--- src/hdl/assert_macros.svh ---
// Assertion macros for the register reply parser
`ifndef ASSERT_MACROS_SVH
`define ASSERT_MACROS_SVH
`ifndef SYNTH
`define ASSERT_IMPL(lbl, clk, rstn, prop, msg) \
  lbl: assert property (@(posedge clk) disable iff (!rstn) prop) else $error(msg);
`define ASSERT_NEVER(lbl, clk, rstn, cond, msg) \
  lbl: assert property (@(posedge clk) disable iff (!rstn) !(cond)) else $error(msg);
`else
`define ASSERT_IMPL(lbl, clk, rstn, prop, msg)
`define ASSERT_NEVER(lbl, clk, rstn, cond, msg)
`endif
`endif

--- src/hdl/mrrp_pkg.sv ---
package mrrp_pkg;
  localparam logic [15:0] CrcInit = 16'hFFFF;
  localparam logic [15:0] CrcPoly = 16'hA001;
  localparam logic [7:0] ExceptionBase = 8'h80;
  localparam logic [7:0] EmptyUnitReset = 8'd5;
  localparam logic [7:0] FnReadHolding = 8'h03;
  localparam logic [7:0] FnReadInput = 8'h04;
  localparam int QueueDepth = 2;

  typedef enum logic [2:0] {
    StOk = 3'd0,
    StCrcBad = 3'd1,
    StEmpty = 3'd2,
    StException = 3'd3,
    StUnsupported = 3'd4
  } status_e;

  // one classified result going from front to back
  typedef struct packed {
    logic kind;
    logic [6:0] word_index;
    logic [15:0] word_value;
    logic [2:0] status;
    logic [6:0] word_count;
    logic [7:0] func_code;
  } result_t;

  typedef struct packed {
    logic frame_start;
    logic [7:0] rx_byte;
  } byte_t;

  function automatic logic [15:0] crc_update(logic [15:0] crc, logic [7:0] b);
    logic [15:0] c;
    c = crc ^ {8'h00, b};
    for (int k = 0; k < 8; k++) begin
      c = c[0] ? ((c >> 1) ^ CrcPoly) : (c >> 1);
    end
    return c;
  endfunction
endpackage

--- src/hdl/mrrp_if.sv ---
interface mrrp_byte_if;
  logic valid;
  logic ready;
  mrrp_pkg::byte_t data;
  modport source (output valid, output data, input ready);
  modport sink (input valid, input data, output ready);
endinterface

interface mrrp_result_if;
  logic valid;
  logic ready;
  mrrp_pkg::result_t data;
  modport source (output valid, output data, input ready);
  modport sink (input valid, input data, output ready);
endinterface

interface mrrp_cfg_if;
  logic valid;
  logic ready;
  logic [7:0] data;
  modport source (output valid, output data, input ready);
  modport sink (input valid, input data, output ready);
endinterface

--- src/hdl/modbus_rtu_register_reply_parser.sv ---
// Channel   Dir  Payload
// in_i      in   frame_start, rx_byte
// out_o     out  kind, word_index, word_value, status, word_count, func_code
// cfg_i     in   empty_check_unit (8 bit)
// One byte per cycle; the CRC update is an unrolled 8-bit step in the front.
// A result is registered in the queue, then in the output register, before it appears.
// The front stalls only when the two-entry queue is full.
// Reset clears frame state, CRC to 0xFFFF and the unit register to 5.
`include "assert_macros.svh"
module modbus_rtu_register_reply_parser #(
  parameter int QueueDepth = mrrp_pkg::QueueDepth
) (
  input  logic clk_i,
  input  logic rst_ni,
  mrrp_byte_if.sink in_i,
  mrrp_result_if.source out_o,
  mrrp_cfg_if.sink cfg_i
);
  logic [7:0] unit_q;
  logic f_valid, q_full, q_valid, q_ready;
  mrrp_pkg::result_t f_data, q_data;

  // config register
  assign cfg_i.ready = 1'b1;
  always_ff @(posedge clk_i or negedge rst_ni) begin
    if (!rst_ni) unit_q <= mrrp_pkg::EmptyUnitReset;
    else if (cfg_i.valid) unit_q <= cfg_i.data;
  end

  mrrp_front u_front (
    .clk_i, .rst_ni, .empty_unit_i(unit_q),
    .in_valid_i(in_i.valid), .in_ready_o(in_i.ready), .in_data_i(in_i.data),
    .res_valid_o(f_valid), .res_data_o(f_data), .res_full_i(q_full)
  );

  mrrp_queue #(.Depth(QueueDepth)) u_queue (
    .clk_i, .rst_ni, .wr_valid_i(f_valid), .wr_data_i(f_data), .full_o(q_full),
    .rd_valid_o(q_valid), .rd_data_o(q_data), .rd_ready_i(q_ready)
  );

  mrrp_back u_back (
    .clk_i, .rst_ni, .q_valid_i(q_valid), .q_data_i(q_data), .q_ready_o(q_ready),
    .out_o(out_o)
  );

  `ASSERT_NEVER(a_no_overflow, clk_i, rst_ni, f_valid && q_full, "result lost on full queue")
  `ASSERT_NEVER(a_word_clean, clk_i, rst_ni, out_o.valid && !out_o.data.kind && (out_o.data.status != mrrp_pkg::StOk), "word beat carries status")
  `ASSERT_IMPL(a_stall_hold, clk_i, rst_ni, out_o.valid && !out_o.ready |=> out_o.valid, "output dropped under stall")
endmodule

--- src/hdl/mrrp_front.sv ---
// Frame tracker: consumes bytes, updates CRC, classifies results
module mrrp_front (
  input  logic clk_i,
  input  logic rst_ni,
  input  logic [7:0] empty_unit_i,
  input  logic in_valid_i,
  output logic in_ready_o,
  input  mrrp_pkg::byte_t in_data_i,
  output logic res_valid_o,
  output mrrp_pkg::result_t res_data_o,
  input  logic res_full_i
);
  logic [8:0] pos_q, pos_d;
  logic [15:0] crc_q, crc_d;
  logic [7:0] unit_q, unit_d, func_q, func_d, cnt_q, cnt_d;
  logic [7:0] high_q, high_d, crcl_q, crcl_d;
  logic [6:0] words_q, words_d;
  logic done_q, done_d;
  logic fire;
  logic [15:0] crc_next;
  logic [7:0] b;
  logic [8:0] end_pos;

  assign in_ready_o = !res_full_i;
  assign fire = in_valid_i && in_ready_o;
  assign b = in_data_i.rx_byte;
  assign crc_next = mrrp_pkg::crc_update(in_data_i.frame_start ? mrrp_pkg::CrcInit : crc_q, b);
  assign end_pos = {1'b0, cnt_q} + 9'd3;

  // next state and result per beat
  always_comb begin
    pos_d = pos_q; crc_d = crc_q; unit_d = unit_q; func_d = func_q; cnt_d = cnt_q;
    high_d = high_q; crcl_d = crcl_q; words_d = words_q; done_d = done_q;
    res_valid_o = 1'b0;
    res_data_o = '0;
    if (fire) begin
      if (in_data_i.frame_start) begin
        unit_d = b; crc_d = crc_next; func_d = '0; cnt_d = '0; high_d = '0;
        crcl_d = '0; words_d = '0; pos_d = 9'd1; done_d = 1'b0;
      end else if (!done_q) begin
        if (pos_q == 9'd1) begin
          func_d = b; crc_d = crc_next; pos_d = 9'd2;
        end else if (pos_q == 9'd2) begin
          cnt_d = b; crc_d = crc_next; pos_d = 9'd3;
          res_data_o.kind = 1'b1;
          if (unit_q == empty_unit_i && b == 8'd0) begin
            res_valid_o = 1'b1; done_d = 1'b1;
            res_data_o.status = mrrp_pkg::StEmpty;
          end else if (func_q >= mrrp_pkg::ExceptionBase) begin
            res_valid_o = 1'b1; done_d = 1'b1;
            res_data_o.status = mrrp_pkg::StException;
            res_data_o.func_code = func_q;
          end else if (func_q != mrrp_pkg::FnReadHolding && func_q != mrrp_pkg::FnReadInput) begin
            res_valid_o = 1'b1; done_d = 1'b1;
            res_data_o.status = mrrp_pkg::StUnsupported;
            res_data_o.func_code = func_q;
          end
        end else if (pos_q < end_pos) begin
          crc_d = crc_next; pos_d = pos_q + 9'd1;
          if (pos_q[0]) begin
            high_d = b;
          end else begin
            res_valid_o = 1'b1;
            res_data_o.word_index = words_q;
            res_data_o.word_value = {high_q, b};
            words_d = words_q + 7'd1;
          end
        end else if (pos_q == end_pos) begin
          crcl_d = b; pos_d = pos_q + 9'd1;
        end else begin
          res_valid_o = 1'b1; done_d = 1'b1;
          res_data_o.kind = 1'b1;
          if (crcl_q == crc_q[7:0] && b == crc_q[15:8]) begin
            res_data_o.status = mrrp_pkg::StOk;
            res_data_o.word_count = cnt_q[7:1];
          end else begin
            res_data_o.status = mrrp_pkg::StCrcBad;
          end
        end
      end
    end
  end

  always_ff @(posedge clk_i or negedge rst_ni) begin
    if (!rst_ni) begin
      pos_q <= '0; crc_q <= mrrp_pkg::CrcInit; unit_q <= '0; func_q <= '0;
      cnt_q <= '0; high_q <= '0; crcl_q <= '0; words_q <= '0; done_q <= 1'b1;
    end else begin
      pos_q <= pos_d; crc_q <= crc_d; unit_q <= unit_d; func_q <= func_d;
      cnt_q <= cnt_d; high_q <= high_d; crcl_q <= crcl_d; words_q <= words_d;
      done_q <= done_d;
    end
  end
endmodule

--- src/hdl/mrrp_queue.sv ---
// Small result FIFO between front and back; full flag stalls the front
module mrrp_queue #(
  parameter int Depth = mrrp_pkg::QueueDepth
) (
  input  logic clk_i,
  input  logic rst_ni,
  input  logic wr_valid_i,
  input  mrrp_pkg::result_t wr_data_i,
  output logic full_o,
  output logic rd_valid_o,
  output mrrp_pkg::result_t rd_data_o,
  input  logic rd_ready_i
);
  localparam int Aw = (Depth > 1) ? $clog2(Depth) : 1;
  mrrp_pkg::result_t mem_q [Depth];
  logic [Aw-1:0] wp_q, rp_q;
  logic [Aw:0] cnt_q;
  logic wr, rd;

  assign full_o = (cnt_q == (Aw+1)'(Depth));
  assign rd_valid_o = (cnt_q != '0);
  assign rd_data_o = mem_q[rp_q];
  assign wr = wr_valid_i && !full_o;
  assign rd = rd_valid_o && rd_ready_i;

  always_ff @(posedge clk_i) begin
    if (wr) mem_q[wp_q] <= wr_data_i;
  end

  always_ff @(posedge clk_i or negedge rst_ni) begin
    if (!rst_ni) begin
      wp_q <= '0; rp_q <= '0; cnt_q <= '0;
    end else begin
      if (wr) wp_q <= (wp_q == Aw'(Depth-1)) ? '0 : wp_q + 1'b1;
      if (rd) rp_q <= (rp_q == Aw'(Depth-1)) ? '0 : rp_q + 1'b1;
      cnt_q <= cnt_q + (Aw+1)'(wr) - (Aw+1)'(rd);
    end
  end
endmodule

--- src/hdl/mrrp_back.sv ---
// Output stage: registered result beat toward the consumer
module mrrp_back (
  input  logic clk_i,
  input  logic rst_ni,
  input  logic q_valid_i,
  input  mrrp_pkg::result_t q_data_i,
  output logic q_ready_o,
  mrrp_result_if.source out_o
);
  logic valid_q;
  mrrp_pkg::result_t data_q;

  assign q_ready_o = !valid_q || out_o.ready;
  assign out_o.valid = valid_q;
  assign out_o.data = data_q;

  always_ff @(posedge clk_i or negedge rst_ni) begin
    if (!rst_ni) valid_q <= 1'b0;
    else if (q_ready_o) valid_q <= q_valid_i;
  end

  always_ff @(posedge clk_i) begin
    if (q_ready_o && q_valid_i) data_q <= q_data_i;
  end
endmodule

--- src/flat_wrapper.sv ---
// flat-port wrapper written by rule: the top's interface ports become plain ports
module modbus_rtu_register_reply_parser_flat 
#(
  parameter int QueueDepth = mrrp_pkg::QueueDepth
)
  (clk_i, rst_ni, in_i_valid, in_i_data, in_i_ready, out_o_valid, out_o_data, out_o_ready, cfg_i_valid, cfg_i_data, cfg_i_ready);
  mrrp_byte_if in_i_i ();
  mrrp_result_if out_o_i ();
  mrrp_cfg_if cfg_i_i ();
  input  logic clk_i;
  input  logic rst_ni;
  input wire logic [$bits(in_i_i.valid)-1:0] in_i_valid;
  input wire logic [$bits(in_i_i.data)-1:0] in_i_data;
  output wire logic [$bits(in_i_i.ready)-1:0] in_i_ready;
  output wire logic [$bits(out_o_i.valid)-1:0] out_o_valid;
  output wire logic [$bits(out_o_i.data)-1:0] out_o_data;
  input wire logic [$bits(out_o_i.ready)-1:0] out_o_ready;
  input wire logic [$bits(cfg_i_i.valid)-1:0] cfg_i_valid;
  input wire logic [$bits(cfg_i_i.data)-1:0] cfg_i_data;
  output wire logic [$bits(cfg_i_i.ready)-1:0] cfg_i_ready;
  assign in_i_i.valid = in_i_valid;
  assign in_i_i.data = in_i_data;
  assign in_i_ready = in_i_i.ready;
  assign out_o_valid = out_o_i.valid;
  assign out_o_data = out_o_i.data;
  assign out_o_i.ready = out_o_ready;
  assign cfg_i_i.valid = cfg_i_valid;
  assign cfg_i_i.data = cfg_i_data;
  assign cfg_i_ready = cfg_i_i.ready;
  modbus_rtu_register_reply_parser #(.QueueDepth(QueueDepth)) u_core (.clk_i(clk_i), .rst_ni(rst_ni), .in_i(in_i_i), .out_o(out_o_i), .cfg_i(cfg_i_i));
endmodule
--- config.mk ---
export PLATFORM = sky130hd
export DESIGN_NAME = modbus_rtu_register_reply_parser_flat
export DESIGN_NICKNAME = d
export VERILOG_FILES = /design/src/hdl/mrrp_pkg.sv /design/src/hdl/mrrp_if.sv /design/src/hdl/modbus_rtu_register_reply_parser.sv /design/src/hdl/mrrp_front.sv /design/src/hdl/mrrp_queue.sv /design/src/hdl/mrrp_back.sv /design/src/flat_wrapper.sv
export VERILOG_INCLUDE_DIRS = /design/src /design/src/hdl
export SDC_FILE = /design/constraint.sdc
export NUM_CORES = 1
export LEC_CHECK = 0
export ABC_AREA = 1
export BUFFER_PORTS_ARGS = -buffer_cell sky130_fd_sc_hd__buf_2
export CELL_PAD_IN_SITES_DETAIL_PLACEMENT = 0
export CELL_PAD_IN_SITES_GLOBAL_PLACEMENT = 2
export CORE_ASPECT_RATIO = 0.7
export CORE_MARGIN = 8
export CORE_UTILIZATION = 36
export CTS_CLUSTER_SIZE = 25
export DETAILED_ROUTE_END_ITERATION = 10
export PLACE_DENSITY_LB_ADDON = 0.05
export SLEW_MARGIN = 40
export SYNTH_ARGS = -nofsm -noshare
export SYNTH_HDL_FRONTEND = slang
export SYNTH_HIERARCHICAL = 1
export SYNTH_SLANG_ARGS = --single-unit
--- constraint.sdc ---
create_clock -name clk_i -period 4.2 [get_ports clk_i]
set_clock_uncertainty 0.05 [all_clocks]
set_input_delay 1.26 -clock clk_i [delete_from_list [all_inputs] [get_ports clk_i]]
set_output_delay 1.26 -clock clk_i [all_outputs]
set_load 0.005 [all_outputs]
==> impl_metrics.tcl <==
set metrics [dict create \
    status "finished, final reports clean" \
    cp.required_ns 4.56 \
    numCtsBuffers 23 \
    syn_inst 940 \
    drtIter0Drc 391 \
    cts_setup_buffers 0 \
    slew-limit-headroom 0.614 \
    yosys.cell_types.count 43 \
    slowest_delay_ns 0.32 \
    cts_tree "yes" \
    ant_nets 0 \
    finalHoldViolCount 0 \
    tightest_slew_ns 0.574 \
    clockBufferDepth 3 \
    arrival_ns 3.80 \
    clock_latency_ns 0.53 \
    wl_um 24500 \
    cts.sinks 212 \
    antenna_found_initial 0 \
    timing.final.crit_share 0.819 \
    startpoint_type "register" \
    rows 50 \
    hold_buffers 0 \
    io_buffers 65 \
    endpoint_kind "register" \
    finalWorstSetupSlack_ns 0.760 \
    setup_viol 0 \
    yosysTopAreaCell "edfxtp_1" \
    yosysWarnings 6 \
    ctsResizeCount 0 \
    crit_type "reg -> reg" \
    dp_slack_ns 0.522 \
    period_needed_ns 3.44 \
    synth_commonest_cells "nand2_1 (300), edfxtp_1 (126), inv_1 (70)" \
    worstPathMaxFanout 4 \
    cp_cell_sequence "inv_1, ha_1, nor3_1, nand3_1, xor2_1, ha_1, a21oi_1, o21a_1, nand3_1, nand2_1, nand2_1, o211a_1, nand2_1, ha_1, inv_1, ha_1, inv_1, nand2_1, nand2_1" \
    synth_edf_count 126 \
    maxCapViolCount 0 \
    htreeDepth 1 \
    synth_area_leaders "edfxtp_1 (39%), dfrtp_1 (17%), nand2_1 (12%)" \
    diodes 0 \
    hold_ws_ns 0.422 \
    peakVddDrop_mv 0.326 \
    clk_pin_slew_worst_paths_ns 0.07 \
    min_path_type "reg -> reg" \
    synthMostInstantiatedCell "nand2_1" \
    initial_core_util 0.363 \
    netlist_area_mm2 0.00961 \
    powerDensity_mw_per_mm2 708 \
    critical_path.most_common_cell "nand2_1" \
    syn_nets 978 \
    drtPass1Iterations 5 \
    cts_root_buf "clkbuf_16" \
    grt_pass1_vias 6423 \
    grt_usage 0.155 \
    pin_count 67 \
    gp_congestion 0.766 \
    cp_slowest_cell "dfrtp_1" \
    crit_buf_inv 3 \
    rsz0062_at_grt "false" \
    viasPerCell 4.63 \
    r2r-end "u_core/u_queue/cnt_q[1]" \
    r2r_cells 19 \
    synth.avg_cell_area_um2 10.2 \
    drc 0 \
    area_growth_pct 15.7 \
    r2r_setup_slack_ns 0.76 \
    core_mm2 0.0265 \
    die_h_um 153 \
    drive_above_1_share 0.158 \
    nets 1056 \
    fill_cells 2582 \
    critical_path_depth 19 \
    synth-async-reset-ratio 0.406 \
    grt_max_degree 51 \
    leakagePower_nw 4.69 \
    path_delay_family "simple AND/OR/NAND/NOR gates" \
    die_w_um 211 \
    slew_viol_final 0 \
    synth.ff_latch_count 212 \
    seq_area_frac_synth 0.620 \
    grt_pass1_wl_um 39000 \
    gr-total-overflow 0 \
    synth_top_area_frac 0.394 \
    tns_ns 0 \
    cp-endpoint "u_core/u_queue/cnt_q[1]" \
    hpwl_um 17500 \
    wl_per_cell_um 17.5 \
    dieArea_mm2 0.0322 \
    r2r-start "u_core/u_front/cnt_q[0]" \
    via_count 6477 \
    max_freq_ghz 0.291 \
    crit_start "u_core/u_front/cnt_q[0]" \
    ys.flop_type "edfxtp_1" \
]
## cells in the final DEF, fill, tap and decap left out, types with 2 or more instances in the layout
| master | count |
|---|---|
| a21oi_1 | 9 |
| a21oi_4 | 2 |
| buf_12 | 3 |
| buf_2 | 64 |
| buf_4 | 16 |
| bufinv_16 | 4 |
| clkbuf_1 | 3 |
| clkbuf_16 | 23 |
| clkinv_1 | 4 |
| clkinv_2 | 3 |
| clkinvlp_4 | 2 |
| dfrtp_1 | 67 |
| dfstp_2 | 19 |
| edfxtp_1 | 126 |
| ha_1 | 16 |
| inv_1 | 70 |
| inv_2 | 5 |
| inv_6 | 2 |
| nand2_1 | 300 |
| nand2_2 | 5 |
| nand3_1 | 40 |
| nand3b_1 | 2 |
| nand4_1 | 13 |
| nor2_1 | 53 |
| nor2_2 | 2 |
| nor3_1 | 30 |
| nor3b_1 | 9 |
| o2111ai_1 | 2 |
| o21ai_0 | 56 |
| o21ai_1 | 18 |
| o21ai_2 | 5 |
| o31ai_1 | 4 |
| xnor2_1 | 20 |
| xor2_1 | 23 |
## worst min-delay path by stage
stage / from / end / slack (ns) / depth (start not counted)
finish: u_core/u_front/done_q / u_core/u_front/done_q / 0.42 / 2
detailed placement: u_core/u_queue/wp_q / u_core/u_queue/wp_q / 0.41 / 2
global placement: u_core/u_front/done_q / u_core/u_front/done_q / 0.41 / 2
global route: u_core/unit_q[2] / u_core/unit_q[2] / 0.44 / 2
CTS: u_core/unit_q[2] / u_core/unit_q[2] / 0.42 / 2
floorplan: u_core/u_queue/wp_q / u_core/u_queue/wp_q / 0.39 / 2
## tightest hold or removal path, delay by kind of cell, from the launching register on
kind             cells  cell delay (ns)
DFF                  1             0.37
and+or+nand+nor      2             0.10
## layer usage
layer	global-route usage	wire (µm)	part of all wire
met1	0.240	12900	0.53
met2	0.223	10100	0.41
met3	0.0277	993	0.041
met4	0.0289	409	0.017
met5	0	0	0
## cell type report
class                   count  area [µm²]  area share
repair buffers             83         500      0.0451
multi-input cells         622        3130       0.282
flip-flops and latches    212        5960       0.536
inverters                  76         290      0.0261
clock buffers              27         601      0.0541
clock inverters            14         174      0.0157
well taps                 364         455      0.0410
## power by group
part / switching (mW) / internal, mW / total (mW)
Combinational: 1.58 / 0.822 / 2.41
Clock: 0.833 / 1.27 / 2.10
Sequential: 0.376 / 2.99 / 3.36
Total: 2.79 / 5.08 / 7.87
## cells by family after synthesis
| kind of cell | Yosys count | share of synthesized area |
|---|---|---|
| other | 1 | 0.000390 |
| AOI/OAI and AO/OA | 101 | 0.0591 |
| adders and majority gates | 16 | 0.0208 |
| xor gates and xnor gates | 44 | 0.0409 |
| and+or+nand+nor | 460 | 0.203 |
| DFF | 212 | 0.620 |
| buffers and inverters | 106 | 0.0558 |
## per-stage QoR
step | utilization | instance area [µm²] | power, mW | std cells
2_1_floorplan | - | 9610 | 5.02 | 940
4_1_cts | 0.420 | 11100 | 8.01 | 1398
3_3_place_gp | 0.391 | 10300 | 5.88 | 1357
5_1_grt | 0.420 | 11100 | 8.48 | 1398
6_report | 0.420 | 11100 | 7.87 | 1398
3_5_place_dp | 0.391 | 10300 | 5.86 | 1357
## sequential cells by signal (all words and copies together) (netlist names), 8 cells and up
name and cells:
u_core/u_queue/mem_q 84, u_core/u_back/out_o.data 42, u_core/u_front/cnt_q 8, u_core/u_front/pos_q 9, u_core/u_front/unit_q 8, u_core/u_front/func_q 8, u_core/u_front/crcl_q 8, u_core/u_front/crc_q 16
u_core/unit_q 8, u_core/u_front/high_q 8
Note: power is estimated with default switching activity, not from simulation.
